[config.mk]
export PLATFORM = sky130hd
export DESIGN_NAME = rpc_out_fifo
export DESIGN_NICKNAME = d
export VERILOG_FILES = /design/src/sv/rpc_pkg.sv /design/src/sv/rpc_out_fifo.sv
export SDC_FILE = /design/constraint.sdc
export NUM_CORES = 1
export LEC_CHECK = 0
export ABC_CLOCK_PERIOD_IN_PS = 3900
export BUFFER_PORTS_ARGS = -buffer_cell sky130_fd_sc_hd__buf_2
export CORE_MARGIN = 10
export CORE_UTILIZATION = 55
export DETAILED_ROUTE_END_ITERATION = 8
export PLACE_DENSITY = 0.72
export SYNTH_ARGS = -nofsm -noshare
export SYNTH_HDL_FRONTEND = slang
export SYNTH_SLANG_ARGS = --single-unit
[constraint.sdc]
create_clock -name clk -period 3.9 [get_ports clk]
set_input_delay 0.39 -clock clk [delete_from_list [all_inputs] [get_ports clk]]
set_output_delay 0.39 -clock clk [all_outputs]
set_load 0.01 [all_outputs]
[src/sv/rpc_pkg.sv]
// Shared types and constants of the point rotate/project/clip pipeline.
`default_nettype none
package rpc_pkg;

  // field widths
  localparam int CW     = 32;           // model coordinates and camera registers, Q16.16
  localparam int AW     = 16;           // binary angle
  localparam int LW     = 16;           // lens factor
  localparam int KIND_W = 4;
  localparam int ANGLE_BITS = 16;
  localparam logic [AW-1:0] ANGLE_MASK = ~((AW'(1) << (AW - ANGLE_BITS)) - AW'(1));

  // screen
  localparam int HALF_WIDTH  = 160;
  localparam int HALF_HEIGHT = 100;
  localparam int HALF_MAX    = (HALF_WIDTH > HALF_HEIGHT) ? HALF_WIDTH : HALF_HEIGHT;
  localparam int XW          = $clog2(2 * HALF_WIDTH);
  localparam int YW          = $clog2(2 * HALF_HEIGHT);

  // quarter-wave sine
  localparam int SIN_TW = AW - 1;       // phase within quadrant, 0..2^(AW-2) inclusive
  localparam int SIN_W  = 15;           // sine magnitude, Q0.15
  localparam int TRIG_W = SIN_W + 1;    // signed sine/cosine
  localparam logic [SIN_TW-1:0] QUARTER = SIN_TW'(1) << (AW - 2);
  localparam logic [10:0] SIN_K1  = 11'd1160;
  localparam logic [13:0] SIN_K2  = 14'd10512;
  localparam logic [14:0] SIN_K3  = 15'd25736;
  localparam logic [16:0] SIN_SAT = 17'd32767;

  // datapath widths
  localparam int RW   = CW + 4;         // rotated coordinate
  localparam int TW   = RW + 1;         // camera-space coordinate
  localparam int DW   = RW + 2;         // depth terms and divisor
  localparam int NW   = TW + LW;        // lens product magnitude
  localparam int QW   = $clog2(HALF_MAX); // quotient bits
  localparam int REMW = DW + QW;        // divider partial remainder

  localparam logic signed [DW-1:0] NEAR_LIMIT = -(DW'(5) <<< 16);
  localparam logic signed [DW-1:0] LENS_DEPTH = DW'(256) <<< 16;

  // output queue
  localparam int FIFO_DEPTH = 32;
  localparam int FIFO_AW    = $clog2(FIFO_DEPTH);

  // configuration register indexes
  localparam int CFG_IW = 3;
  localparam logic [CFG_IW-1:0] CFG_CAM_X   = 3'd0;
  localparam logic [CFG_IW-1:0] CFG_CAM_Y   = 3'd1;
  localparam logic [CFG_IW-1:0] CFG_CAM_Z   = 3'd2;
  localparam logic [CFG_IW-1:0] CFG_ANGLE_X = 3'd3;
  localparam logic [CFG_IW-1:0] CFG_ANGLE_Y = 3'd4;
  localparam logic [CFG_IW-1:0] CFG_ANGLE_Z = 3'd5;
  localparam logic [CFG_IW-1:0] CFG_LENS    = 3'd6;

  typedef enum logic [1:0] {
    ST_DRAWN = 2'd0,
    ST_NEAR  = 2'd1,
    ST_OFF   = 2'd2,
    ST_NOPT  = 2'd3
  } status_t;

  typedef struct packed {
    logic kind_nz;
    logic last;
  } side_t;

  typedef struct packed {
    logic [REMW-1:0] rem_x;
    logic [REMW-1:0] rem_y;
    logic [REMW-1:0] dsh;
    logic [QW-1:0]   qx;
    logic [QW-1:0]   qy;
    status_t         status;
    logic            neg_x;
    logic            neg_y;
    logic            last;
  } div_t;

  typedef struct packed {
    status_t       status;
    logic [XW-1:0] sx;
    logic [YW-1:0] sy;
    logic          last;
  } res_t;

endpackage
`default_nettype wire

[src/sv/rpc_out_fifo.sv]
// Result queue between the free-running pipeline and the output channel.
`default_nettype none
module rpc_out_fifo (
  input  logic          clk,
  input  logic          rst_n,
  input  logic          push,
  input  rpc_pkg::res_t push_data,
  input  logic          pop,
  output logic          vld,
  output rpc_pkg::res_t head
);
  import rpc_pkg::*;

  res_t               mem_r [FIFO_DEPTH];
  logic [FIFO_AW-1:0] wr_ptr_r, rd_ptr_r;
  logic [FIFO_AW:0]   cnt_r;
  logic               do_pop;

  assign vld    = cnt_r != '0;
  assign head   = mem_r[rd_ptr_r];
  assign do_pop = pop && vld;

  always_ff @(posedge clk) begin
    if (!rst_n) begin
      wr_ptr_r <= '0;
      rd_ptr_r <= '0;
      cnt_r    <= '0;
    end else begin
      if (push) begin
        wr_ptr_r <= wr_ptr_r + 1'b1;
      end
      if (do_pop) begin
        rd_ptr_r <= rd_ptr_r + 1'b1;
      end
      cnt_r <= cnt_r + (FIFO_AW+1)'(push) - (FIFO_AW+1)'(do_pop);
    end
  end

  always_ff @(posedge clk) begin
    if (push) begin
      mem_r[wr_ptr_r] <= push_data;
    end
  end

endmodule
`default_nettype wire

==> metrics <==
max-slew violation count 0; main area contributors after synthesis sky130_fd_sc_hd__edfxtp_1 75%, sky130_fd_sc_hd__mux4_2 7.1%, sky130_fd_sc_hd__mux2i_1 6.3%; number of DRC markers in iteration 0 1472; Post-Synthesis Cells 1295; die width 235 um; pin count of the biggest net entering global routing 56; flop2flop setup slack 1.19 ns; antenna violation net count after detailed routing 0; most frequent standard cell in the layout excluding fill and tap cells sky130_fd_sc_hd__edfxtp_1; worst slew margin relative to its limit 25.4%; average size of a mapped cell 19.7 um^2; pin slew with the least headroom to its limit 1.11 ns; Final Critical Period 3.46 ns; number of setup buffers added after CTS 0; Final Core Density 63.4%; worst hold slack 0.0907 ns; final clock period utilization by the worst path 88.7%; Critical Path Start Type register; Initial DRT Pass Iterations 5; number of violations of the max-capacitance limit 0; launching point of the worst reg2reg path wr_ptr_r[4]; number of global-route vias before repair 13100; aggregate global-route resource usage 21.3%; DRC violation count after routing 0; setup slack of the critical path after layout 0.439 ns; Post-Syn Area 25500 um^2; total leakage power 8.82 nW; post-synth net total 1332; H-tree Lvls 3; final setup skew 0.0154 ns; classification of the worst setup path register to output pin; layout overhead on the synthesized area 13.4%; die boundary height 235 um; Hold Path Depth 2; Via-to-Cell Ratio 6.36; top_reg_cell synth sky130_fd_sc_hd__edfxtp_1; number of antenna violations at the first check in global routing 4; clock sinks 661; Hold Path Origin rst_n; cell accounting for the most synthesized area sky130_fd_sc_hd__edfxtp_1; Netlist cell types 39; Inserted Diodes 0; type of the tightest min-delay check input pin to register; Worst-Skew Late Latency 0.60 ns; highest achievable clock rate 0.289 GHz; total of endpoints with negative setup slack in the final report 0; Yosys warnings 0; GP Congestion 0.858; Final Instance Area 28900 um^2; global-route wire length before repair 87400 um; WP data required 3.51 ns; share of Yosys cell area claimed by the top area cell type 75.4%; Port Buffers 44; Data arrival, critical path 3.07 ns; Remaining Overflow, GRT 0; power per unit of standard cell area 530 nW/um^2; worst ir drop on vdd 0.423 mV; number of primary I/O pins 45; share of synthesized registers carrying an async set or reset 0%; buffer cell driving the clock tree root sky130_fd_sc_hd__clkbuf_16; commonest non-fill, non-tap cells in the layout 640 x sky130_fd_sc_hd__edfxtp_1, 161 x sky130_fd_sc_hd__mux2i_1, 120 x sky130_fd_sc_hd__a22oi_1, 80 x sky130_fd_sc_hd__mux4_2, 67 x sky130_fd_sc_hd__clkbuf_16; setup repair after global routing missed its margin false; HPWL after detailed placement 35600 um; capturing point of the worst reg2reg path mem_r[21][8]; site row count 78; Nets 1440; Inserted Clock Buffers 66; Setup crit end kind output pin; core region area 45600 um^2; register area share after synthesis 77.1%; hold-fix buffers at CTS 0; via total after detailed routing 13100; critical-path maximum fanout 24; ratio of cells with drive above 1 in the final layout 22.5%; initial core utilization 55.9%; number of enable flip-flop cells after synthesis 640; routed length per placed instance 28.9 um; Hold Crit Endpoint cnt_r[0]; final WL 59400 um; post-cts repair resize count 0; Fin Setup TNS 0 ns; final number of hold-violating endpoints 0; Max clock buf depth 3; number of flip-flops and latches in the synthesized netlist 661; result of the run finished clean; Die Area 55300 um^2; placed cell areas 26900 um^2; clock edge transition at the registers on the reported setup and hold paths 0.06 ns; CTS tree yes; post-place setup slack 0.958 ns; cell count of the worst reg-to-reg path 4
==> metrics by stage <==
step	total power, W	cells
global route	0.0158	2054
floorplan	0.00909	1295
finish	0.0153	2054
detailed placement	0.00969	1935
global placement	0.00965	1935
CTS	0.0154	2054
==> cells by family after synthesis <==
kind of cell / synth area share, %
muxes: 13.4
adders and majority gates: 0.668
AOI/OAI and AO/OA: 3.86
DFF: 77.1
xor gates and xnor gates: 0.309
buffers and inverters: 1.73
and+or+nand+nor: 2.97
==> routing by layer <==
| layer | global-route usage, % | up-vias | wire (um) |
|---|---|---|---|
| met5 | 0 | - | 38 |
| met4 | 8.72 | 6 | 1950 |
| met3 | 5.50 | 116 | 5810 |
| met2 | 33.1 | 673 | 28200 |
| met1 | 28.4 | 6712 | 23400 |
| li1 | - | 5552 | - |
==> cells in the mapped netlist (2+ instances only) <==
cell	n
sky130_fd_sc_hd__a21oi_1	6
sky130_fd_sc_hd__nor3_1	15
sky130_fd_sc_hd__buf_6	6
sky130_fd_sc_hd__clkbuf_1	26
sky130_fd_sc_hd__nand3_1	47
sky130_fd_sc_hd__or2_2	2
sky130_fd_sc_hd__edfxtp_1	640
sky130_fd_sc_hd__nand2b_1	4
sky130_fd_sc_hd__and3_1	2
sky130_fd_sc_hd__xor2_1	6
sky130_fd_sc_hd__o21ai_0	3
sky130_fd_sc_hd__nor2_1	38
sky130_fd_sc_hd__inv_1	12
sky130_fd_sc_hd__a22oi_1	120
sky130_fd_sc_hd__buf_4	10
sky130_fd_sc_hd__nor2b_1	2
sky130_fd_sc_hd__nand4_1	23
sky130_fd_sc_hd__dfxtp_1	21
sky130_fd_sc_hd__ha_1	12
sky130_fd_sc_hd__and2_1	2
sky130_fd_sc_hd__mux2i_1	161
sky130_fd_sc_hd__xnor2_1	3
sky130_fd_sc_hd__mux4_2	80
sky130_fd_sc_hd__buf_2	28
sky130_fd_sc_hd__nand2_1	12
==> registers in the layout, indices dropped and copies added (netlist names), named ones only <==
register,count
mem_r,640
cnt_r,6
rd_ptr_r,5
wr_ptr_r,5
==> cell type report <==
class,count,area (um^2)
clock buffers,89,1770
clock inverters,30,188
fillers,2982,16700
inverters,13,48.8
multi-input cells,549,5550
flip-flops and latches,661,19600
well taps,600,751
repair buffers,112,943
==> how the worst max path moves through the flow <==
stage / endpoint / slack, ns / cells after the start
3_3_place_gp: head[17] / 1.02 / 6
2_1_floorplan: mem_r[3][0] / 0.67 / 3
4_1_cts: head[17] / 0.33 / 6
6_report: head[17] / 0.44 / 6
3_5_place_dp: head[17] / 0.96 / 6
5_1_grt: head[17] / 0.22 / 6
==> worst max-delay path, cell delays in order, from the launching register on <==
cell,delay [ns]
sky130_fd_sc_hd__dfxtp_4,0.65
sky130_fd_sc_hd__buf_4,0.34
sky130_fd_sc_hd__buf_4,0.31
sky130_fd_sc_hd__mux4_2,0.53
sky130_fd_sc_hd__a22oi_1,0.30
sky130_fd_sc_hd__nand4_1,0.16
sky130_fd_sc_hd__buf_2,0.17
==> power by group <==
group / total [W] / internal (W) / leakage (nW) / switching [W]
clock: 0.00579 / 0.00321 / 0.962 / 0.00258
sequential: 0.00795 / 0.00787 / 5.94 / 0.0000775
combinational: 0.00158 / 0.000646 / 1.92 / 0.000933
total: 0.0153 / 0.0117 / 8.82 / 0.00359
Note: power is estimated with default switching activity, not from simulation.
