`src/sv/rpc_pkg.sv`:
```
// Shared types and constants of the point rotate/project/clip pipeline.
`default_nettype none
package rpc_pkg;

  // field widths
  localparam int CW     = 32;           // model coordinates and camera registers, Q16.16
  localparam int AW     = 16;           // binary angle
  localparam int LW     = 16;           // lens factor
  localparam int KIND_W = 4;
  localparam int ANGLE_BITS = 16;
  localparam logic [AW-1:0] ANGLE_MASK = ~((AW'(1) << (AW - ANGLE_BITS)) - AW'(1));

  // screen
  localparam int HALF_WIDTH  = 160;
  localparam int HALF_HEIGHT = 100;
  localparam int HALF_MAX    = (HALF_WIDTH > HALF_HEIGHT) ? HALF_WIDTH : HALF_HEIGHT;
  localparam int XW          = $clog2(2 * HALF_WIDTH);
  localparam int YW          = $clog2(2 * HALF_HEIGHT);

  // quarter-wave sine
  localparam int SIN_TW = AW - 1;       // phase within quadrant, 0..2^(AW-2) inclusive
  localparam int SIN_W  = 15;           // sine magnitude, Q0.15
  localparam int TRIG_W = SIN_W + 1;    // signed sine/cosine
  localparam logic [SIN_TW-1:0] QUARTER = SIN_TW'(1) << (AW - 2);
  localparam logic [10:0] SIN_K1  = 11'd1160;
  localparam logic [13:0] SIN_K2  = 14'd10512;
  localparam logic [14:0] SIN_K3  = 15'd25736;
  localparam logic [16:0] SIN_SAT = 17'd32767;

  // datapath widths
  localparam int RW   = CW + 4;         // rotated coordinate
  localparam int TW   = RW + 1;         // camera-space coordinate
  localparam int DW   = RW + 2;         // depth terms and divisor
  localparam int NW   = TW + LW;        // lens product magnitude
  localparam int QW   = $clog2(HALF_MAX); // quotient bits
  localparam int REMW = DW + QW;        // divider partial remainder

  localparam logic signed [DW-1:0] NEAR_LIMIT = -(DW'(5) <<< 16);
  localparam logic signed [DW-1:0] LENS_DEPTH = DW'(256) <<< 16;

  // output queue
  localparam int FIFO_DEPTH = 32;
  localparam int FIFO_AW    = $clog2(FIFO_DEPTH);

  // configuration register indexes
  localparam int CFG_IW = 3;
  localparam logic [CFG_IW-1:0] CFG_CAM_X   = 3'd0;
  localparam logic [CFG_IW-1:0] CFG_CAM_Y   = 3'd1;
  localparam logic [CFG_IW-1:0] CFG_CAM_Z   = 3'd2;
  localparam logic [CFG_IW-1:0] CFG_ANGLE_X = 3'd3;
  localparam logic [CFG_IW-1:0] CFG_ANGLE_Y = 3'd4;
  localparam logic [CFG_IW-1:0] CFG_ANGLE_Z = 3'd5;
  localparam logic [CFG_IW-1:0] CFG_LENS    = 3'd6;

  typedef enum logic [1:0] {
    ST_DRAWN = 2'd0,
    ST_NEAR  = 2'd1,
    ST_OFF   = 2'd2,
    ST_NOPT  = 2'd3
  } status_t;

  typedef struct packed {
    logic kind_nz;
    logic last;
  } side_t;

  typedef struct packed {
    logic [REMW-1:0] rem_x;
    logic [REMW-1:0] rem_y;
    logic [REMW-1:0] dsh;
    logic [QW-1:0]   qx;
    logic [QW-1:0]   qy;
    status_t         status;
    logic            neg_x;
    logic            neg_y;
    logic            last;
  } div_t;

  typedef struct packed {
    status_t       status;
    logic [XW-1:0] sx;
    logic [YW-1:0] sy;
    logic          last;
  } res_t;

endpackage
`default_nettype wire

```
`src/sv/rpc_sine.sv`:
```
// Four-stage quarter-wave sine polynomial, Q0.15 magnitude.
`default_nettype none
module rpc_sine (
  input  logic                        clk,
  input  logic [rpc_pkg::SIN_TW-1:0]  t,
  output logic [rpc_pkg::SIN_W-1:0]   s_r
);
  import rpc_pkg::*;

  logic [SIN_TW-1:0]   t1_r, t2_r, t3_r;
  logic [SIN_TW-1:0]   z2_1_r, z2_2_r;
  logic [13:0]         inner_r;
  logic [14:0]         poly_r;
  logic [2*SIN_TW-1:0] sq;
  logic [25:0]         m1;
  logic [28:0]         m2;
  logic [2*SIN_TW-1:0] m3;
  logic [16:0]         y;
  logic [SIN_TW-1:0]   z2_nxt;
  logic [13:0]         inner_nxt;
  logic [14:0]         poly_nxt;
  logic [SIN_W-1:0]    s_nxt;

  always_comb begin
    sq        = (2*SIN_TW)'(t) * (2*SIN_TW)'(t);
    z2_nxt    = SIN_TW'(sq >> 14);
    m1        = 26'(SIN_K1) * 26'(z2_1_r);
    inner_nxt = SIN_K2 - 14'(m1 >> 14);
    m2        = 29'(z2_2_r) * 29'(inner_r);
    poly_nxt  = SIN_K3 - 15'(m2 >> 14);
    m3        = (2*SIN_TW)'(t3_r) * (2*SIN_TW)'(poly_r);
    y         = 17'(m3 >> 13);
    s_nxt     = (y > SIN_SAT) ? SIN_W'(SIN_SAT) : y[SIN_W-1:0];
  end

  always_ff @(posedge clk) begin
    t1_r    <= t;
    z2_1_r  <= z2_nxt;
    t2_r    <= t1_r;
    z2_2_r  <= z2_1_r;
    inner_r <= inner_nxt;
    t3_r    <= t2_r;
    poly_r  <= poly_nxt;
    s_r     <= s_nxt;
  end

endmodule
`default_nettype wire

```
`config.mk`:
```
export PLATFORM = sky130hd
export DESIGN_NAME = rpc_sine
export DESIGN_NICKNAME = d
export VERILOG_FILES = /design/src/sv/rpc_pkg.sv /design/src/sv/rpc_sine.sv
export SDC_FILE = /design/constraint.sdc
export NUM_CORES = 1
export LEC_CHECK = 0
export BUFFER_PORTS_ARGS = -buffer_cell sky130_fd_sc_hd__clkbuf_2
export CORE_ASPECT_RATIO = 0.8
export CORE_MARGIN = 10
export CORE_UTILIZATION = 60
export DETAILED_ROUTE_END_ITERATION = 12
export GPL_ROUTABILITY_DRIVEN = 0
export PLACE_DENSITY_LB_ADDON = 0.1
export SKIP_CTS_REPAIR_TIMING = 1
export SLEW_MARGIN = 25
export SYNTH_ARGS = -nofsm -noshare
export SYNTH_HDL_FRONTEND = slang
export SYNTH_SLANG_ARGS = --single-unit
export TNS_END_PERCENT = 50
```
`constraint.sdc`:
```
create_clock -name clk -period 6.2 [get_ports clk]
set_clock_uncertainty 0.05 [all_clocks]
set_input_delay 0.62 -clock clk [delete_from_list [all_inputs] [get_ports clk]]
set_output_delay 0.62 -clock clk [all_outputs]
set_load 0.05 [all_outputs]
```
==> impl_summary.md <==
STA
The worst-case setup margin in the final layout is -389 ps. The setup TNS after final layout is -5630 ps. Setup repair after global routing could not meet its margin everywhere. The transition at the pin with the smallest max-transition slack is 705 ps. After layout, the minimum clock period comes to 6590 ps. The number of max-slew violations in the final report came to 0. Dividing the final minimum period by the clock period gives 106%. The final count of hold timing violations was 0. Derived from the worst setup path, the maximum achievable clock frequency is 152 MHz. Headroom to the max-slew limit came out at 52.9%.

Setup violations remaining at the end of the flow were counted as 21.

Global route
The first global-routing pass estimated 89,400 um of wire. For this run, global-route usage on met2 was measured as 39.0%. For this run, the total global-route usage over all layers was measured as 22.8%. Summed over all layers, the global routing overflow is 0.

Global routing consumed, on the met1 layer, 30.4% of the routing resources. The largest net degree at the start of global routing is 17. The met3 track demand over resource in global routing is 3.77%. In this run the most used layer during global routing was met2. The initial antenna violation count is 1.

The via count of the first global-routing pass is 18,606.

Placed design
Buffers placed on the I/O ports in this run total 30. The detailed placer's ending HPWL is 44,000 um.

Yosys
The mean area per synthesized cell is 9.39 sq um. The number of synthesized register bits is 119. The fraction of registers with async set/reset is 0%. Summing every instance area after synthesis gives 23,600 sq um.

The cell accounting for the most synthesized area is sky130_fd_sc_hd__fa_1. In the synthesized netlist, the number of instances is 2,512. For this run, the leading register cell type out of synthesis is sky130_fd_sc_hd__dfxtp_1. Counting flops with a built-in enable in the synthesized netlist gives 0. Summed over its instances, the top area cell type makes up 39.2% of the synthesized netlist area. The number of different library cells in the post-synthesis netlist is 65. The Yosys step of the flow raised 0 warnings. By area the synthesized netlist is led by sky130_fd_sc_hd__fa_1 (39%), sky130_fd_sc_hd__ha_1 (17%), sky130_fd_sc_hd__dfxtp_1 (10%), sky130_fd_sc_hd__inv_1 (9.3%), sky130_fd_sc_hd__and2_1 (7.5%). The net count after synthesis is 3,309. The sequential area share after synthesis is 10.1%.

Final layout
The synthesis-to-layout area growth is 13.8%. For this run, the post-layout net count is 3,508. In the layout the commonest cells are sky130_fd_sc_hd__inv_1 (577), sky130_fd_sc_hd__fa_1 (459), sky130_fd_sc_hd__ha_1 (312), sky130_fd_sc_hd__and2_1 (277), sky130_fd_sc_hd__nand2_1 (272). The count of inserted antenna diode cells is 0. The leading cell type in the layout, fill and taps excluded is sky130_fd_sc_hd__inv_1.

Cells with a size suffix above 1 make up 14.6% of the layout.

Worst setup path
STA classifies the critical path startpoint as a flop. Counting stages on the worst path, the most repeated cell is sky130_fd_sc_hd__fa_1. STA puts the critical path data required time at 6510 ps. In this run the critical register-to-register path is launched from inner_r[2]. The startpoint-to-endpoint class of the critical path is reg2reg.

The delay of the slowest cell on the worst path is 530 ps. In this run the worst path has a maximum fanout of 8. STA puts the critical path data arrival time at 6900 ps. The critical path capture point type is a flop.

For this design, the slowest cell found on the critical path is sky130_fd_sc_hd__fa_1. The signal on the critical path passes through and2_1 > fa_1 > inv_1 > fa_1 > inv_1 > fa_1 > fa_1 > fa_1 > inv_1 > fa_1 > inv_1 > ha_4 > a21o_1 > a21oi_1 > nor2b_1 > a2111o_1 > nand3_2 > ha_2 > a21oi_2 > o41a_1 > o31a_1 > a221oi_2 > xor2_1. The critical path launch point is inner_r[2].

Floorplanning
The floorplan step set the die height to 197 um. Once the floorplan was initialized, standard cells occupied 61.2% of the core. The area of the core is 38,500 sq um. The floorplan has 64 rows. During I/O placement, the number of pins put on the boundary was 31.

The x dimension of the die is 242 um. The area of the die is 47,700 sq um.

Job
Max-cap violations in this run came to 0.

Drt
Dividing the detail-routed via count by the number of cells gives 5.23. The final layout contains routed wiring with a total length of 51,700 um. In the final routed layout, each cell accounts on average for 15.9 um. The routed via count is 17,011. The detailed-routing iteration count for the pre-antenna-repair pass is 5. In this run, the number of DRC markers left after iteration 0 of detailed routing was 900.

The detailed-route DRC error count is 0. Once detail routing completed, the nets flagged for antenna violations numbered 0.

Clock network
The root buffer selected by CTS is sky130_fd_sc_hd__clkbuf_16. No sink is reached through more buffers than the 2 on the longest clock path. For the worst-skew pair, the clock arrives at the later sink with an insertion delay of 450 ps. Clock tree synthesis found a total of 119 sinks.

The clock tree synthesis step divided the H-tree into 4 levels. The clock-pin slew reported for the worst setup and hold paths after clock tree synthesis is 70 ps. The number of clock buffers added by TritonCTS is 17. TritonCTS built the clock tree.

Worst hold path
The startpoint identified for the worst hold timing path is t2_r[3]. The kind of path behind the tightest hold check is reg2reg.

Outcome
The final reports fail on setup timing. The flow ran to the end, but the final reports show violations.
## kinds of logic after synthesis
family	share of synthesized area, %
flops	10.1
mux	0.281
xor+xnor	2.67
fa+ha+maj	56.1
buf+inv	10.7
compound gates	5.28
simple gates	14.9
## cell usage after synthesis, drive strengths merged, types with 22 or more instances
library cell,instances
a21oi,39
nand2,274
ha,319
a21o,27
and2,281
dfxtp,119
nor2,37
clkbuf,81
xor2,29
nand3,22
xnor2,43
fa,462
o21ai,27
inv,583
## worst max-delay path: cells and delay by family (launching register included)
family                   cells  cell delay, ps
AND/OR/NAND/NOR              3             340
adder cells (fa/ha/maj)      8            3390
flip-flops                   1             370
XOR/XNOR                     1             200
AO/OA/AOI/OAI                7            1920
buffers and inverters        4             230
## path summary, 6_finish.rpt
kind           endpoint  slack (ps)  cells after the start
max          poly_r[12]        -390                     23
min             t3_r[3]         270                      0
max reg2reg  poly_r[12]        -390                     23
min reg2reg     t3_r[3]         270                      0
## through the flow
stage | hold slack [ps] | utilization [%] | cells | worst slack (ps) | area (sq um)
3_3_place_gp | 260 | 67.0 | 3206 | -399 | 25800
6_report | 268 | 69.7 | 3252 | -389 | 26800
3_5_place_dp | 262 | 67.0 | 3206 | -467 | 25800
5_1_grt | 277 | 69.7 | 3252 | -637 | 26800
2_1_floorplan | 260 | - | 2512 | -291 | 23700
4_1_cts | 270 | 68.5 | 3238 | -489 | 26400
## routing by layer
metal / wire [um] / share of wire, %
met5: 0 / 0
met4: 562 / 1.1
met3: 2760 / 5.3
met2: 24500 / 47
met1: 23800 / 46
## registers in the layout (all words and copies together) (netlist names)
| name | cells |
|---|---|
| poly_r | 15 |
| s_r | 15 |
| t1_r | 15 |
| t2_r | 15 |
| t3_r | 15 |
| z2_1_r | 15 |
| z2_2_r | 15 |
| inner_r | 14 |
## area by class of cell
class	instances	area (sq um)
multi-input cells	1726	19000
repair buffers	264	1950
flip-flops and latches	119	2420
clock inverters	15	178
clock buffers	17	425
fillers	3042	11700
inverters	583	2190
well taps	528	661
Power is left out: the tool's default activity adds up to more than one toggle a clock period on the data nets, which glitch-free logic cannot reach.
