<file path="src/sv/rpc_pkg.sv">
// Shared types and constants of the point rotate/project/clip pipeline.
`default_nettype none
package rpc_pkg;

  // field widths
  localparam int CW     = 32;           // model coordinates and camera registers, Q16.16
  localparam int AW     = 16;           // binary angle
  localparam int LW     = 16;           // lens factor
  localparam int KIND_W = 4;
  localparam int ANGLE_BITS = 16;
  localparam logic [AW-1:0] ANGLE_MASK = ~((AW'(1) << (AW - ANGLE_BITS)) - AW'(1));

  // screen
  localparam int HALF_WIDTH  = 160;
  localparam int HALF_HEIGHT = 100;
  localparam int HALF_MAX    = (HALF_WIDTH > HALF_HEIGHT) ? HALF_WIDTH : HALF_HEIGHT;
  localparam int XW          = $clog2(2 * HALF_WIDTH);
  localparam int YW          = $clog2(2 * HALF_HEIGHT);

  // quarter-wave sine
  localparam int SIN_TW = AW - 1;       // phase within quadrant, 0..2^(AW-2) inclusive
  localparam int SIN_W  = 15;           // sine magnitude, Q0.15
  localparam int TRIG_W = SIN_W + 1;    // signed sine/cosine
  localparam logic [SIN_TW-1:0] QUARTER = SIN_TW'(1) << (AW - 2);
  localparam logic [10:0] SIN_K1  = 11'd1160;
  localparam logic [13:0] SIN_K2  = 14'd10512;
  localparam logic [14:0] SIN_K3  = 15'd25736;
  localparam logic [16:0] SIN_SAT = 17'd32767;

  // datapath widths
  localparam int RW   = CW + 4;         // rotated coordinate
  localparam int TW   = RW + 1;         // camera-space coordinate
  localparam int DW   = RW + 2;         // depth terms and divisor
  localparam int NW   = TW + LW;        // lens product magnitude
  localparam int QW   = $clog2(HALF_MAX); // quotient bits
  localparam int REMW = DW + QW;        // divider partial remainder

  localparam logic signed [DW-1:0] NEAR_LIMIT = -(DW'(5) <<< 16);
  localparam logic signed [DW-1:0] LENS_DEPTH = DW'(256) <<< 16;

  // output queue
  localparam int FIFO_DEPTH = 32;
  localparam int FIFO_AW    = $clog2(FIFO_DEPTH);

  // configuration register indexes
  localparam int CFG_IW = 3;
  localparam logic [CFG_IW-1:0] CFG_CAM_X   = 3'd0;
  localparam logic [CFG_IW-1:0] CFG_CAM_Y   = 3'd1;
  localparam logic [CFG_IW-1:0] CFG_CAM_Z   = 3'd2;
  localparam logic [CFG_IW-1:0] CFG_ANGLE_X = 3'd3;
  localparam logic [CFG_IW-1:0] CFG_ANGLE_Y = 3'd4;
  localparam logic [CFG_IW-1:0] CFG_ANGLE_Z = 3'd5;
  localparam logic [CFG_IW-1:0] CFG_LENS    = 3'd6;

  typedef enum logic [1:0] {
    ST_DRAWN = 2'd0,
    ST_NEAR  = 2'd1,
    ST_OFF   = 2'd2,
    ST_NOPT  = 2'd3
  } status_t;

  typedef struct packed {
    logic kind_nz;
    logic last;
  } side_t;

  typedef struct packed {
    logic [REMW-1:0] rem_x;
    logic [REMW-1:0] rem_y;
    logic [REMW-1:0] dsh;
    logic [QW-1:0]   qx;
    logic [QW-1:0]   qy;
    status_t         status;
    logic            neg_x;
    logic            neg_y;
    logic            last;
  } div_t;

  typedef struct packed {
    status_t       status;
    logic [XW-1:0] sx;
    logic [YW-1:0] sy;
    logic          last;
  } res_t;

endpackage
`default_nettype wire

</file>
<file path="src/sv/rpc_div_cell.sv">
// Restoring divider cell: one quotient bit for x and for y per cycle.
`default_nettype none
module rpc_div_cell (
  input  logic          clk,
  input  logic          rst_n,
  input  logic          in_vld,
  input  rpc_pkg::div_t d_in,
  output logic          vld_r,
  output rpc_pkg::div_t d_r
);
  import rpc_pkg::*;

  logic            ge_x, ge_y;
  logic [REMW-1:0] sub_x, sub_y;
  div_t            d_nxt;

  always_comb begin
    ge_x  = d_in.rem_x >= d_in.dsh;
    ge_y  = d_in.rem_y >= d_in.dsh;
    sub_x = ge_x ? d_in.rem_x - d_in.dsh : d_in.rem_x;
    sub_y = ge_y ? d_in.rem_y - d_in.dsh : d_in.rem_y;
    d_nxt       = d_in;
    d_nxt.rem_x = sub_x << 1;
    d_nxt.rem_y = sub_y << 1;
    d_nxt.qx    = {d_in.qx[QW-2:0], ge_x};
    d_nxt.qy    = {d_in.qy[QW-2:0], ge_y};
  end

  always_ff @(posedge clk) begin
    if (!rst_n) begin
      vld_r <= 1'b0;
    end else begin
      vld_r <= in_vld;
    end
  end

  always_ff @(posedge clk) begin
    d_r <= d_nxt;
  end

endmodule
`default_nettype wire

</file>
<file path="config.mk">
export PLATFORM = sky130hd
export DESIGN_NAME = rpc_div_cell
export DESIGN_NICKNAME = d
export VERILOG_FILES = /design/src/sv/rpc_pkg.sv /design/src/sv/rpc_div_cell.sv
export SDC_FILE = /design/constraint.sdc
export NUM_CORES = 1
export LEC_CHECK = 0
export BUFFER_PORTS_ARGS = -buffer_cell sky130_fd_sc_hd__buf_4
export CAP_MARGIN = 20
export CORE_ASPECT_RATIO = 0.9
export CORE_UTILIZATION = 52
export DETAILED_ROUTE_END_ITERATION = 8
export PLACE_DENSITY = 0.82
export SLEW_MARGIN = 20
export SYNTH_ARGS = -nofsm -noshare
export SYNTH_HDL_FRONTEND = slang
export SYNTH_SLANG_ARGS = --single-unit
</file>
<file path="constraint.sdc">
create_clock -name clk -period 5.15 [get_ports clk]
set_clock_uncertainty 0.05 [all_clocks]
set_input_delay 1.545 -clock clk [delete_from_list [all_inputs] [get_ports clk]]
set_output_delay 1.545 -clock clk [all_outputs]
set_load 0.05 [all_outputs]
</file>
==> results of run 1 <==
## cell type report
type | count | area (sq um)
Fill cell | 1453 | 5020
Multi-Input combinational cell | 884 | 5990
Sequential cell | 158 | 3160
Timing Repair Buffer | 328 | 2500
Tap cell | 240 | 300
Inverter | 84 | 315
Clock inverter | 14 | 174
Clock buffer | 18 | 439
## through the flow
| stage | util | hold slack, ps | std cells | total power [W] | setup slack [ps] |
|---|---|---|---|---|---|
| 6_report | 0.720 | 1150 | 1726 | 0.00462 | 654 |
| 5_1_grt | 0.720 | 1140 | 1726 | 0.00482 | 470 |
| 4_1_cts | 0.720 | 1140 | 1726 | 0.00462 | 743 |
| 3_5_place_dp | 0.685 | 1600 | 1694 | 0.00329 | 287 |
| 3_3_place_gp | 0.685 | 1600 | 1694 | 0.00327 | 304 |
| 2_1_floorplan | - | 1520 | 1168 | 0.00272 | 869 |
## synth_stat cells, drive strengths merged, types with 4 or more instances
| master | instances |
|---|---|
| nor3 | 16 |
| a21o | 57 |
| nand2b | 11 |
| nand3 | 11 |
| a21oi | 94 |
| xor2 | 25 |
| and3 | 18 |
| mux2 | 4 |
| a31oi | 9 |
| and4 | 4 |
| nand2 | 157 |
| a21boi | 4 |
| inv | 84 |
| a211oi | 10 |
| o31ai | 16 |
| o211ai | 12 |
| o21bai | 18 |
| o21a | 14 |
| or3 | 5 |
| nor2 | 38 |
| ha | 92 |
| o21ai | 115 |
| and2 | 5 |
| nor2b | 12 |
| a221oi | 5 |
| clkbuf | 21 |
| xnor2 | 45 |
| dfxtp | 158 |
| buf | 21 |
| nand4 | 26 |
## sequential cells by signal, indices dropped and copies added (netlist names)
| register | flops |
|---|---|
| d_r | 157 |
| vld_r | 1 |
## kinds of logic after synthesis
family,Yosys count,synth area share
flops,158,0.327
compound gates,396,0.269
simple gates,317,0.157
fa+ha+maj,94,0.123
other cells,1,0.000388
buf+inv,126,0.0544
mux,5,0.00608
xor+xnor,70,0.0634
## worst min-delay path by stage
stage	startpoint	to	slack, ps	depth (start not counted)
floorplan	d_in[0]	d_r[0]	1520	0
global placement	d_in[17]	d_r[18]	1600	1
detailed placement	d_in[5]	d_r[6]	1600	1
CTS	d_in[4]	d_r[4]	1140	1
global route	d_in[5]	d_r[6]	1140	1
finish	d_in[17]	d_r[18]	1150	1
## power breakdown
part,switching [W],internal [W],total (W),leakage (nW)
registers,0.0000524,0.00138,0.00144,1.33
logic,0.00122,0.000639,0.00186,4.75
clock network,0.000579,0.000748,0.00133,0.300
## metal layers
layer	wire (um)	global-route usage
met1	12900	0.390
met2	13900	0.514
met3	2740	0.0792
met4	679	0.0959
met5	0	0
## critical path: cells and delay by family
| family | cells | cell delay [ps] |
|---|---|---|
| and+or+nand+nor | 2 | 500 |
| muxes | 1 | 130 |
| AOI/OAI and AO/OA | 6 | 1790 |
| adders and majority gates | 2 | 560 |
| buffers and inverters | 3 | 220 |
==> summary.txt, run 1 <==
Status
  – Status: complete, no violations

Route
  – DRC Markers: 0
  – Vias: just under 10000
  – Routed wire per std cell: 17.5 um
  – Detailed Route Iter0 Violations: between 700 and 800
  – Final WL: 30200 um
  – Antenna violation net count after detailed routing: 0
  – Number of iterations in the first detailed-routing pass: 5
  – Ratio of routed vias to standard cells: between 5 and 6

Floorplan
  – Number of placed I/O pins: around 320
  – Initial Util: 0.541
  – Total die area: 19200 sq um
  – Floorplan core area: 17900 sq um
  – Die extent in x: approximately 150 um
  – Row count: between 40 and 50
  – Die Ht: about 130 um

Clock network
  – Count of cells resized by post-cts repair: 0
  – CTS tree: done
  – Cts bufs inserted: 17
  – Hold Buf Count CTS: 0
  – Root Driver: clkbuf_16
  – Maximum clock path buffer count: 2
  – Setup fix buffers added after clock tree synthesis: 0
  – Htree depth: 4
  – TritonCTS sink count: approximately 160
  – Clock slew at reported path FFs: around 70 ps

Worst setup path
  – Critical path launch point type: primary input
  – Peak per-stage delay on the critical path: 430 ps
  – Crit path arrival time: ~4700 ps
  – Crit path kind: primary input to flop
  – Data required time at the worst endpoint: about 5400 ps
  – Worst Setup End Kind: flop
  – Chain of cells forming the critical path: buf_4 -> inv_1 -> ha_1 -> inv_1 -> fa_1 -> a21o_1 -> a221oi_1 -> o21ai_0 -> a311o_1 -> nand3_1 -> a21boi_0 -> or2_2 -> mux2i_1 -> o31ai_1
  – Critical Path Most Common Cell: inv_1
  – Slowest CP cell: a311o_1
  – Peak fanout along the critical path: 3
  – Worst setup endpoint: d_r[100]
  – CP startpoint: d_in[67]

Finish
  – Diodes inserted: 0
  – Most common cell after layout, fill and taps aside: buf_4
  – Share of cells above drive strength 1: 0.263
  – Commonest cells after routing, fill and taps aside: buf_4 (325), dfxtp_1 (158), nand2_1 (157)
  – Nets: roughly 1700
  – Area added between synthesis and finish: 33.1%
  – Design Area, Final: 12900 sq um

Power and ir drop
  – Reported leakage power: 6.39 nW
  – Highest ir drop seen on vdd: 245 uV
  – Power density cells: about 360 nW/um^2

Synth
  – Dominant cell type by area after synthesis: dfxtp_1
  – Flip-flop cell with the highest count after synthesis: dfxtp_1
  – Number of instances in the synthesized netlist: between 1000 and 1500
  – Warnings from Yosys: 0
  – Post-synthesis cell area: just under 10000 sq um
  – Proportion of register bits with asynchronous set or reset after synthesis: 0
  – Average size of a mapped cell: between 8 and 9 sq um
  – Number of flops mapped to enable cells by yosys: 0
  – Number of flip-flops and latches in the synthesized netlist: approximately 160
  – Portion of the post-synthesis area used by sequential elements: 0.327
  – Post-synth cell types: approximately 80
  – Leading cell types by total area after synthesis: dfxtp_1 (33%), ha_1 (12%), nand2_1 (6.1%)
  – Fraction of post-synthesis cell area in the top cell type by area: 0.327

GRT
  – Global-route total usage across every layer: 0.309
  – Vias in the first global route: around 9000
  – Total congestion overflow: 0
  – Wire length of the first global-routing pass: approximately 47000 um
  – Pin count of the biggest net entering global routing: 74
  – Number of antenna violations at the first check in global routing: 0

Flow run
  – Total of max-cap violations: 0

STA
  – Number of setup violations in the final report: 0
  – Final worst path period need: about 4500 ps
  – Max_slew headroom: 0.495
  – Total count of hold-check failures in the final report: 0
  – Achievable Freq: ~0.22 GHz
  – Portion of the clock cycle consumed by the worst path in the final layout: 0.873
  – Actual transition at the worst max-transition pin: ~750 ps
  – Number of max-slew violations in the final report: 0
  – Unrepaired setup endpoints after global routing: no
  – Setup TNS: 0 ps

Place
  – HPWL Detailed: 24100 um
  – Number of buffer cells added on primary ports: around 320
  – Placed instance area: 12300 sq um
  – Last weighted congestion value of the routability-driven placer: around 0.93

Min path
  – Class of the tightest hold or removal check: primary input to flop
Power figures use the tool's default switching activity.
==> inputs of run 2 (changes only) <==
--- a/config.mk
+++ b/config.mk
@@ -11,6 +11,7 @@
 export CORE_UTILIZATION = 52
 export DETAILED_ROUTE_END_ITERATION = 8
 export PLACE_DENSITY = 0.82
+export REMOVE_ABC_BUFFERS = 1
 export SLEW_MARGIN = 20
 export SYNTH_ARGS = -nofsm -noshare
 export SYNTH_HDL_FRONTEND = slang
==> summary.txt, run 2 (same netlist as run 1, synthesis figures left out) <==
Status
  – Status: complete, no violations

Finish
  – Commonest cells after routing, fill and taps aside: buf_4 (330), dfxtp_1 (158), nand2_1 (157)
  – Share of cells above drive strength 1: 0.266
  – Design Area, Final: between 10000 and 15000 sq um
  – Area added between synthesis and finish: 33.1%
  – Register with the highest flop count: d_r
  – Filler cell count in the final layout: 1447
  – Most common cell after layout, fill and taps aside: buf_4
  – Nets: between 1500 and 2000
  – Top Registers: d_r (157), vld_r (1)
  – Number of flip-flops in the largest register: around 160

Clock network
  – Root Driver: clkbuf_16
  – CTS tree: done
  – Cts bufs inserted: 17
  – Maximum clock path buffer count: 2
  – TritonCTS sink count: around 160
  – Hold Buf Count CTS: 0
  – Setup fix buffers added after clock tree synthesis: 0
  – Count of cells resized by post-cts repair: 0
  – Clock slew at reported path FFs: ~70 ps
  – Htree depth: 4

Place
  – Last weighted congestion value of the routability-driven placer: a little over 0.9
  – Number of buffer cells added on primary ports: between 300 and 400
  – Placed instance area: roughly 12000 sq um
  – HPWL Detailed: around 24000 um
  – Setup Slack @ Placement: about 280 ps

Power and ir drop
  – Cell internal pwr: ~0.0027 W
  – Combinational group share of total power: 0.414
  – Power density cells: 349 nW/um^2
  – Reported leakage power: between 6 and 7 nW
  – Sw Share: 0.408
  – Sequential Power Share: 0.318
  – Clk network pwr share: 0.268
  – Overall power consumption: about 0.0045 W
  – Net switching power: 0.00184 W
  – Highest ir drop seen on vdd: 253 uV

Worst setup path
  – Peak fanout along the critical path: just over 40
  – Crit path arrival time: roughly 4800 ps
  – Crit path kind: primary input to flop
  – Critical path launch point type: primary input
  – Data required time at the worst endpoint: 5450 ps
  – CP startpoint: d_in[21]
  – Worst Setup End Kind: flop

Floorplan
  – Floorplan core area: 17900 sq um
  – Total die area: 19200 sq um
  – Row count: 46
  – Die extent in x: 146 um
  – Number of placed I/O pins: between 300 and 400
  – Initial Util: 0.541
  – Die Ht: approximately 130 um

GRT
  – Met1 Use GR: 0.384
  – Total congestion overflow: 0
  – GR peak layer: met2
  – Vias in the first global route: about 9000
  – Number of antenna violations at the first check in global routing: 1
  – Wire length of the first global-routing pass: 46100 um
  – Global routing met3 resource utilization: 0.0858
  – Global routing met2 resource utilization: 0.495
  – Pin count of the biggest net entering global routing: 50
  – Global-route total usage across every layer: 0.302

Min path
  – Startpoint of the worst hold path: d_in[9]
  – Class of the tightest hold or removal check: primary input to flop
  – WHS Endpoint: d_r[10]
  – Hold path depth: 1

Route
  – Number of iterations in the first detailed-routing pass: 5
  – Vias: a little under 10000
  – Final WL: ~30000 um
  – DRC Markers: 0
  – Ratio of routed vias to standard cells: 5.55
  – Antenna violation net count after detailed routing: 0
  – Detailed Route Iter0 Violations: 647
  – Routed wire per std cell: approximately 17 um

STA
  – Unrepaired setup endpoints after global routing: no
  – Number of max-slew violations in the final report: 0
  – Number of setup violations in the final report: 0
  – Max_slew headroom: 0.511
  – Total count of hold-check failures in the final report: 0
  – Hold WS: 1160 ps
  – Achievable Freq: about 0.22 GHz
  – Final worst path period need: roughly 4500 ps
  – Worst setup margin: around 660 ps
  – Portion of the clock cycle consumed by the worst path in the final layout: 0.873
  – Actual transition at the worst max-transition pin: ~730 ps

Flow run
  – Total of max-cap violations: 0
-- run 2: cell types whose count changed in the layout (fill, tap and decap cells not counted) --
cell and delta:
buf_12 +1, buf_4 +5, bufinv_16 -2, clkbuf_8 -1, clkinv_2 +2, clkinv_4 -2, clkinvlp_4 +2, diode_2 +1
inv_6 +2, inv_8 -1
-- run 2: how the worst max path moves through the flow --
| stage | to | slack [ps] | depth (start not counted) |
|---|---|---|---|
| floorplan | d_r[97] | -510 | 13 |
| global placement | d_r[157] | 270 | 15 |
| detailed placement | d_r[157] | 280 | 15 |
| CTS | d_r[157] | 700 | 15 |
| global route | d_r[157] | 460 | 13 |
| finish | d_r[157] | 660 | 14 |
-- run 2: routing by layer --
layer  vias up  part of all wire
met5         -                 0
li1       4806                 -
met3        52             0.084
met2       406              0.46
met1      4361              0.44
met4         0             0.021
-- run 2: power by group through the flow --
| stage | Sequential, W | Clock (W) | Combinational [W] |
|---|---|---|---|
| global placement | 0.00145 | 0 | 0.00183 |
| CTS | 0.00143 | 0.00122 | 0.00185 |
| floorplan | 0.00202 | 0 | 0.000687 |
| finish | 0.00143 | 0.00121 | 0.00186 |
| global route | 0.00144 | 0.00128 | 0.00198 |
| detailed placement | 0.00146 | 0 | 0.00184 |
-- run 2: area by class of cell --
| cell class | count | area (sq um) | area share |
|---|---|---|---|
| Clock inverter | 15 | 128 | 0.00991 |
| Clock buffer | 17 | 425 | 0.0330 |
| Multi-Input combinational cell | 884 | 5990 | 0.465 |
| Sequential cell | 158 | 3160 | 0.246 |
| Antenna cell | 1 | 2.50 | 0.000194 |
| Timing Repair Buffer | 334 | 2560 | 0.199 |
| Tap cell | 240 | 300 | 0.0233 |
| Inverter | 84 | 315 | 0.0245 |
-- run 2: per-stage QoR --
step | setup TNS [ps] | instances | util
global placement | 0 | 1700 | 0.689
global route | 0 | 1732 | 0.720
floorplan | -11280 | 1126 | -
CTS | 0 | 1732 | 0.720
finish | 0 | 1733 | 0.720
detailed placement | 0 | 1700 | 0.689
-- run 2: critical path, stage by stage --
cell and delay (ps):
buf_4 130, ha_1 210, inv_1 70, fa_1 210, a21o_1 180, a221oi_2 90, a211oi_1 650, o211ai_1 290
o21ai_0 260, o21ai_1 230, a21o_2 280, buf_12 170, a2111o_1 360, o211ai_1 100
==> inputs of run 3 (changes only) <==
--- a/config.mk
+++ b/config.mk
@@ -5,10 +5,11 @@
 export SDC_FILE = /design/constraint.sdc
 export NUM_CORES = 1
 export LEC_CHECK = 0
+export ABC_AREA = 1
 export BUFFER_PORTS_ARGS = -buffer_cell sky130_fd_sc_hd__buf_4
 export CAP_MARGIN = 20
 export CORE_ASPECT_RATIO = 0.9
-export CORE_UTILIZATION = 52
+export CORE_UTILIZATION = 55
 export DETAILED_ROUTE_END_ITERATION = 8
 export PLACE_DENSITY = 0.82
 export REMOVE_ABC_BUFFERS = 1
==> constraint.sdc (replaced) <==
create_clock -name clk -period 5.58 [get_ports clk]
set_clock_uncertainty 0.05 [all_clocks]
set_input_delay 1.674 -clock clk [delete_from_list [all_inputs] [get_ports clk]]
set_output_delay 1.674 -clock clk [all_outputs]
set_load 0.05 [all_outputs]
==> summary.txt, run 3 <==
Synth
  – Post-synthesis simple-gate area fraction: 0.439
  – Post-synthesis cell area: 12700 sq um
  – Area share of xor/xnor cells in the synthesized design: 0.0345
  – Arithmetic-cell share of the synthesized area counting full adders, half adders and majority gates: 0.0939
  – Synthesized-area fraction occupied by ao, oa, aoi and oai cells: 0.0328
  – Most common cell in the synthesized netlist: nand2_1
  – Flip-flop cell with the highest count after synthesis: dfxtp_1
  – Warnings from Yosys: 0
  – Average size of a mapped cell: approximately 6 sq um
  – Post-synth cell types: 32
  – Share of synthesized area spent on multiplexers: 0
  – Dominant cell type by area after synthesis: dfxtp_1
  – List of most frequent post-synthesis cells: nand2_1 (842), inv_1 (423), dfxtp_1 (158)
  – Number of instances in the synthesized netlist: about 2100
  – Portion of the post-synthesis area used by sequential elements: 0.249
  – Leading cell types by total area after synthesis: dfxtp_1 (25%), nand2_1 (25%), inv_1 (13%)
  – Proportion of register bits with asynchronous set or reset after synthesis: 0
  – Number of flip-flops and latches in the synthesized netlist: 158
  – Number of flops mapped to enable cells by yosys: 0
  – Main combinational cell family by area after synthesis: simple AND/OR/NAND/NOR gates
  – Fraction of post-synthesis cell area in the top cell type by area: 0.249

Route
  – Final WL: ~47000 um
  – Antenna violation net count after detailed routing: 0
  – Ratio of routed vias to standard cells: around 5.2
  – Number of iterations in the first detailed-routing pass: 7
  – Vias: about 14000
  – Detailed Route Iter0 Violations: between 1000 and 1500
  – Routed wire per std cell: ~17 um
  – DRC Markers: 0

Power and ir drop
  – Reported leakage power: between 9 and 10 nW
  – Highest ir drop seen on vdd: 209 uV
  – Power density cells: 295 nW/um^2

Worst setup path
  – Peak per-stage delay on the critical path: ~840 ps
  – Critical Path Most Common Cell: nand2_1
  – Peak fanout along the critical path: 29
  – Worst Setup End Kind: flop
  – Crit path kind: primary input to flop
  – Critical path launch point type: primary input
  – Data required time at the worst endpoint: slightly below 6000 ps
  – Crit path arrival time: ~4600 ps
  – Chain of cells forming the critical path: buf_4 -> inv_1 -> ha_1 -> inv_1 -> fa_1 -> nand2_1 -> nand3_2 -> nand2_1 -> nand2_2 -> nand2_1 -> nand4_2 -> buf_4 -> nand2_1 -> nand2_1
  – Slowest CP cell: nand4_2

Clock network
  – Clock slew at reported path FFs: approximately 70 ps
  – Cts bufs inserted: 17
  – Maximum clock path buffer count: 2
  – Setup fix buffers added after clock tree synthesis: 0
  – Root Driver: clkbuf_16
  – Htree depth: 4
  – CTS tree: done
  – Count of cells resized by post-cts repair: 0
  – Hold Buf Count CTS: 0
  – TritonCTS sink count: ~160

Floorplan
  – Initial Util: 0.562
  – Die extent in x: 162 um
  – Floorplan core area: between 20000 and 25000 sq um
  – Row count: 52
  – Die Ht: approximately 150 um
  – Total die area: 23700 sq um
  – Number of placed I/O pins: around 320

Finish
  – Register with the highest flop count: d_r
  – Diodes inserted: 0
  – Area added between synthesis and finish: 25.2%
  – Non-filler cells in the finished layout: between 2000 and 3000
  – Footprint of the flip-flops and latches: around 3200 sq um
  – Nets: ~2700
  – Number of flip-flops in the largest register: around 160
  – Commonest cells after routing, fill and taps aside: nand2_1 (842), inv_1 (423), buf_4 (323)
  – Most common cell after layout, fill and taps aside: nand2_1
  – Area occupied by multi-input gates: 7620 sq um
  – Share of cells above drive strength 1: 0.188
  – Filler cell count in the final layout: around 2000
  – Top Registers: d_r (157), vld_r (1)

STA
  – Actual transition at the worst max-transition pin: between 1000 and 1500 ps
  – Achievable Freq: 0.231 GHz
  – Number of max-slew violations in the final report: 0
  – Setup TNS: 0 ps
  – Number of setup violations in the final report: 0
  – Final worst path period need: 4340 ps
  – Portion of the clock cycle consumed by the worst path in the final layout: 0.777
  – Total count of hold-check failures in the final report: 0
  – Max_slew headroom: 0.276
  – Unrepaired setup endpoints after global routing: no

GRT
  – Pin count of the biggest net entering global routing: 45
  – Global-route total usage across every layer: 0.391
  – Total congestion overflow: 0
  – Vias in the first global route: approximately 14000
  – Number of antenna violations at the first check in global routing: 0
  – Wire length of the first global-routing pass: between 70000 and 80000 um

Min path
  – Class of the tightest hold or removal check: primary input to flop

Place
  – # placed instances: 2707
  – HPWL Detailed: approximately 39000 um
  – Last weighted congestion value of the routability-driven placer: approximately 0.95
  – Number of buffer cells added on primary ports: between 300 and 400

Status
  – Status: complete, no violations

Flow run
  – Total of max-cap violations: 0
## run 3: cell types whose count changed in the layout (fill, tap and decap cells not counted), moves of 17 or more
cell	delta
a21o_1	-52
a21oi_1	-39
and3_1	-17
inv_1	+340
nand2_1	+685
nand3_1	+145
nand3_2	+55
nor2_1	+104
nor2_2	+23
o21ai_0	-105
xnor2_1	-45
xor2_1	+25
## run 3: area by class of cell
| cell class | count | share of cell area |
|---|---|---|
| clock inverters | 13 | 0.0149 |
| well taps | 297 | 0.0234 |
| multi-input cells | 1497 | 0.480 |
| inverters | 432 | 0.102 |
| flip-flops and latches | 158 | 0.199 |
| repair buffers | 323 | 0.153 |
| clock buffers | 18 | 0.0277 |
## run 3: through the flow
stage / worst slack [ps] / total power, W / utilization / cell area [sq um] / hold WS, ps
floorplan: 1450 / 0.00264 / - / 12400 / 1650
global placement: 877 / 0.00324 / 0.674 / 15200 / 1730
detailed placement: 859 / 0.00327 / 0.674 / 15200 / 1730
CTS: 1320 / 0.00466 / 0.703 / 15900 / 1280
global route: 1040 / 0.00487 / 0.703 / 15900 / 1280
finish: 1240 / 0.00469 / 0.703 / 15900 / 1280
## run 3: cell families after synthesis
family / count (synthesis)
simple gates: 1277
xor+xnor: 50
flops: 158
fa+ha+maj: 94
other cells: 1
compound gates: 74
buf+inv: 463
## run 3: critical path: cells and delay by family
kind / cells / cell delay (ps)
adder cells (fa/ha/maj): 2 / 620
AND/OR/NAND/NOR: 8 / 1480
buffers and inverters: 4 / 830
## run 3: path summary, 6_finish.rpt
check,end,slack [ps],startpoint,depth (start not counted)
worst max-delay path,d_r[91],1240,d_in[67],14
worst min-delay path,d_r[11],1280,d_in[10],1
## run 3: power by group
group | internal, W | switching [W]
registers | 0.00128 | 0.0000441
clock network | 0.000854 | 0.000548
logic | 0.000597 | 0.00137
total | 0.00273 | 0.00196
## run 3: routing by layer
layer | GRT usage | part of all wire
met1 | 0.499 | 0.42
met2 | 0.652 | 0.46
met3 | 0.0616 | 0.075
met4 | 0.166 | 0.039
met5 | 0 | 0
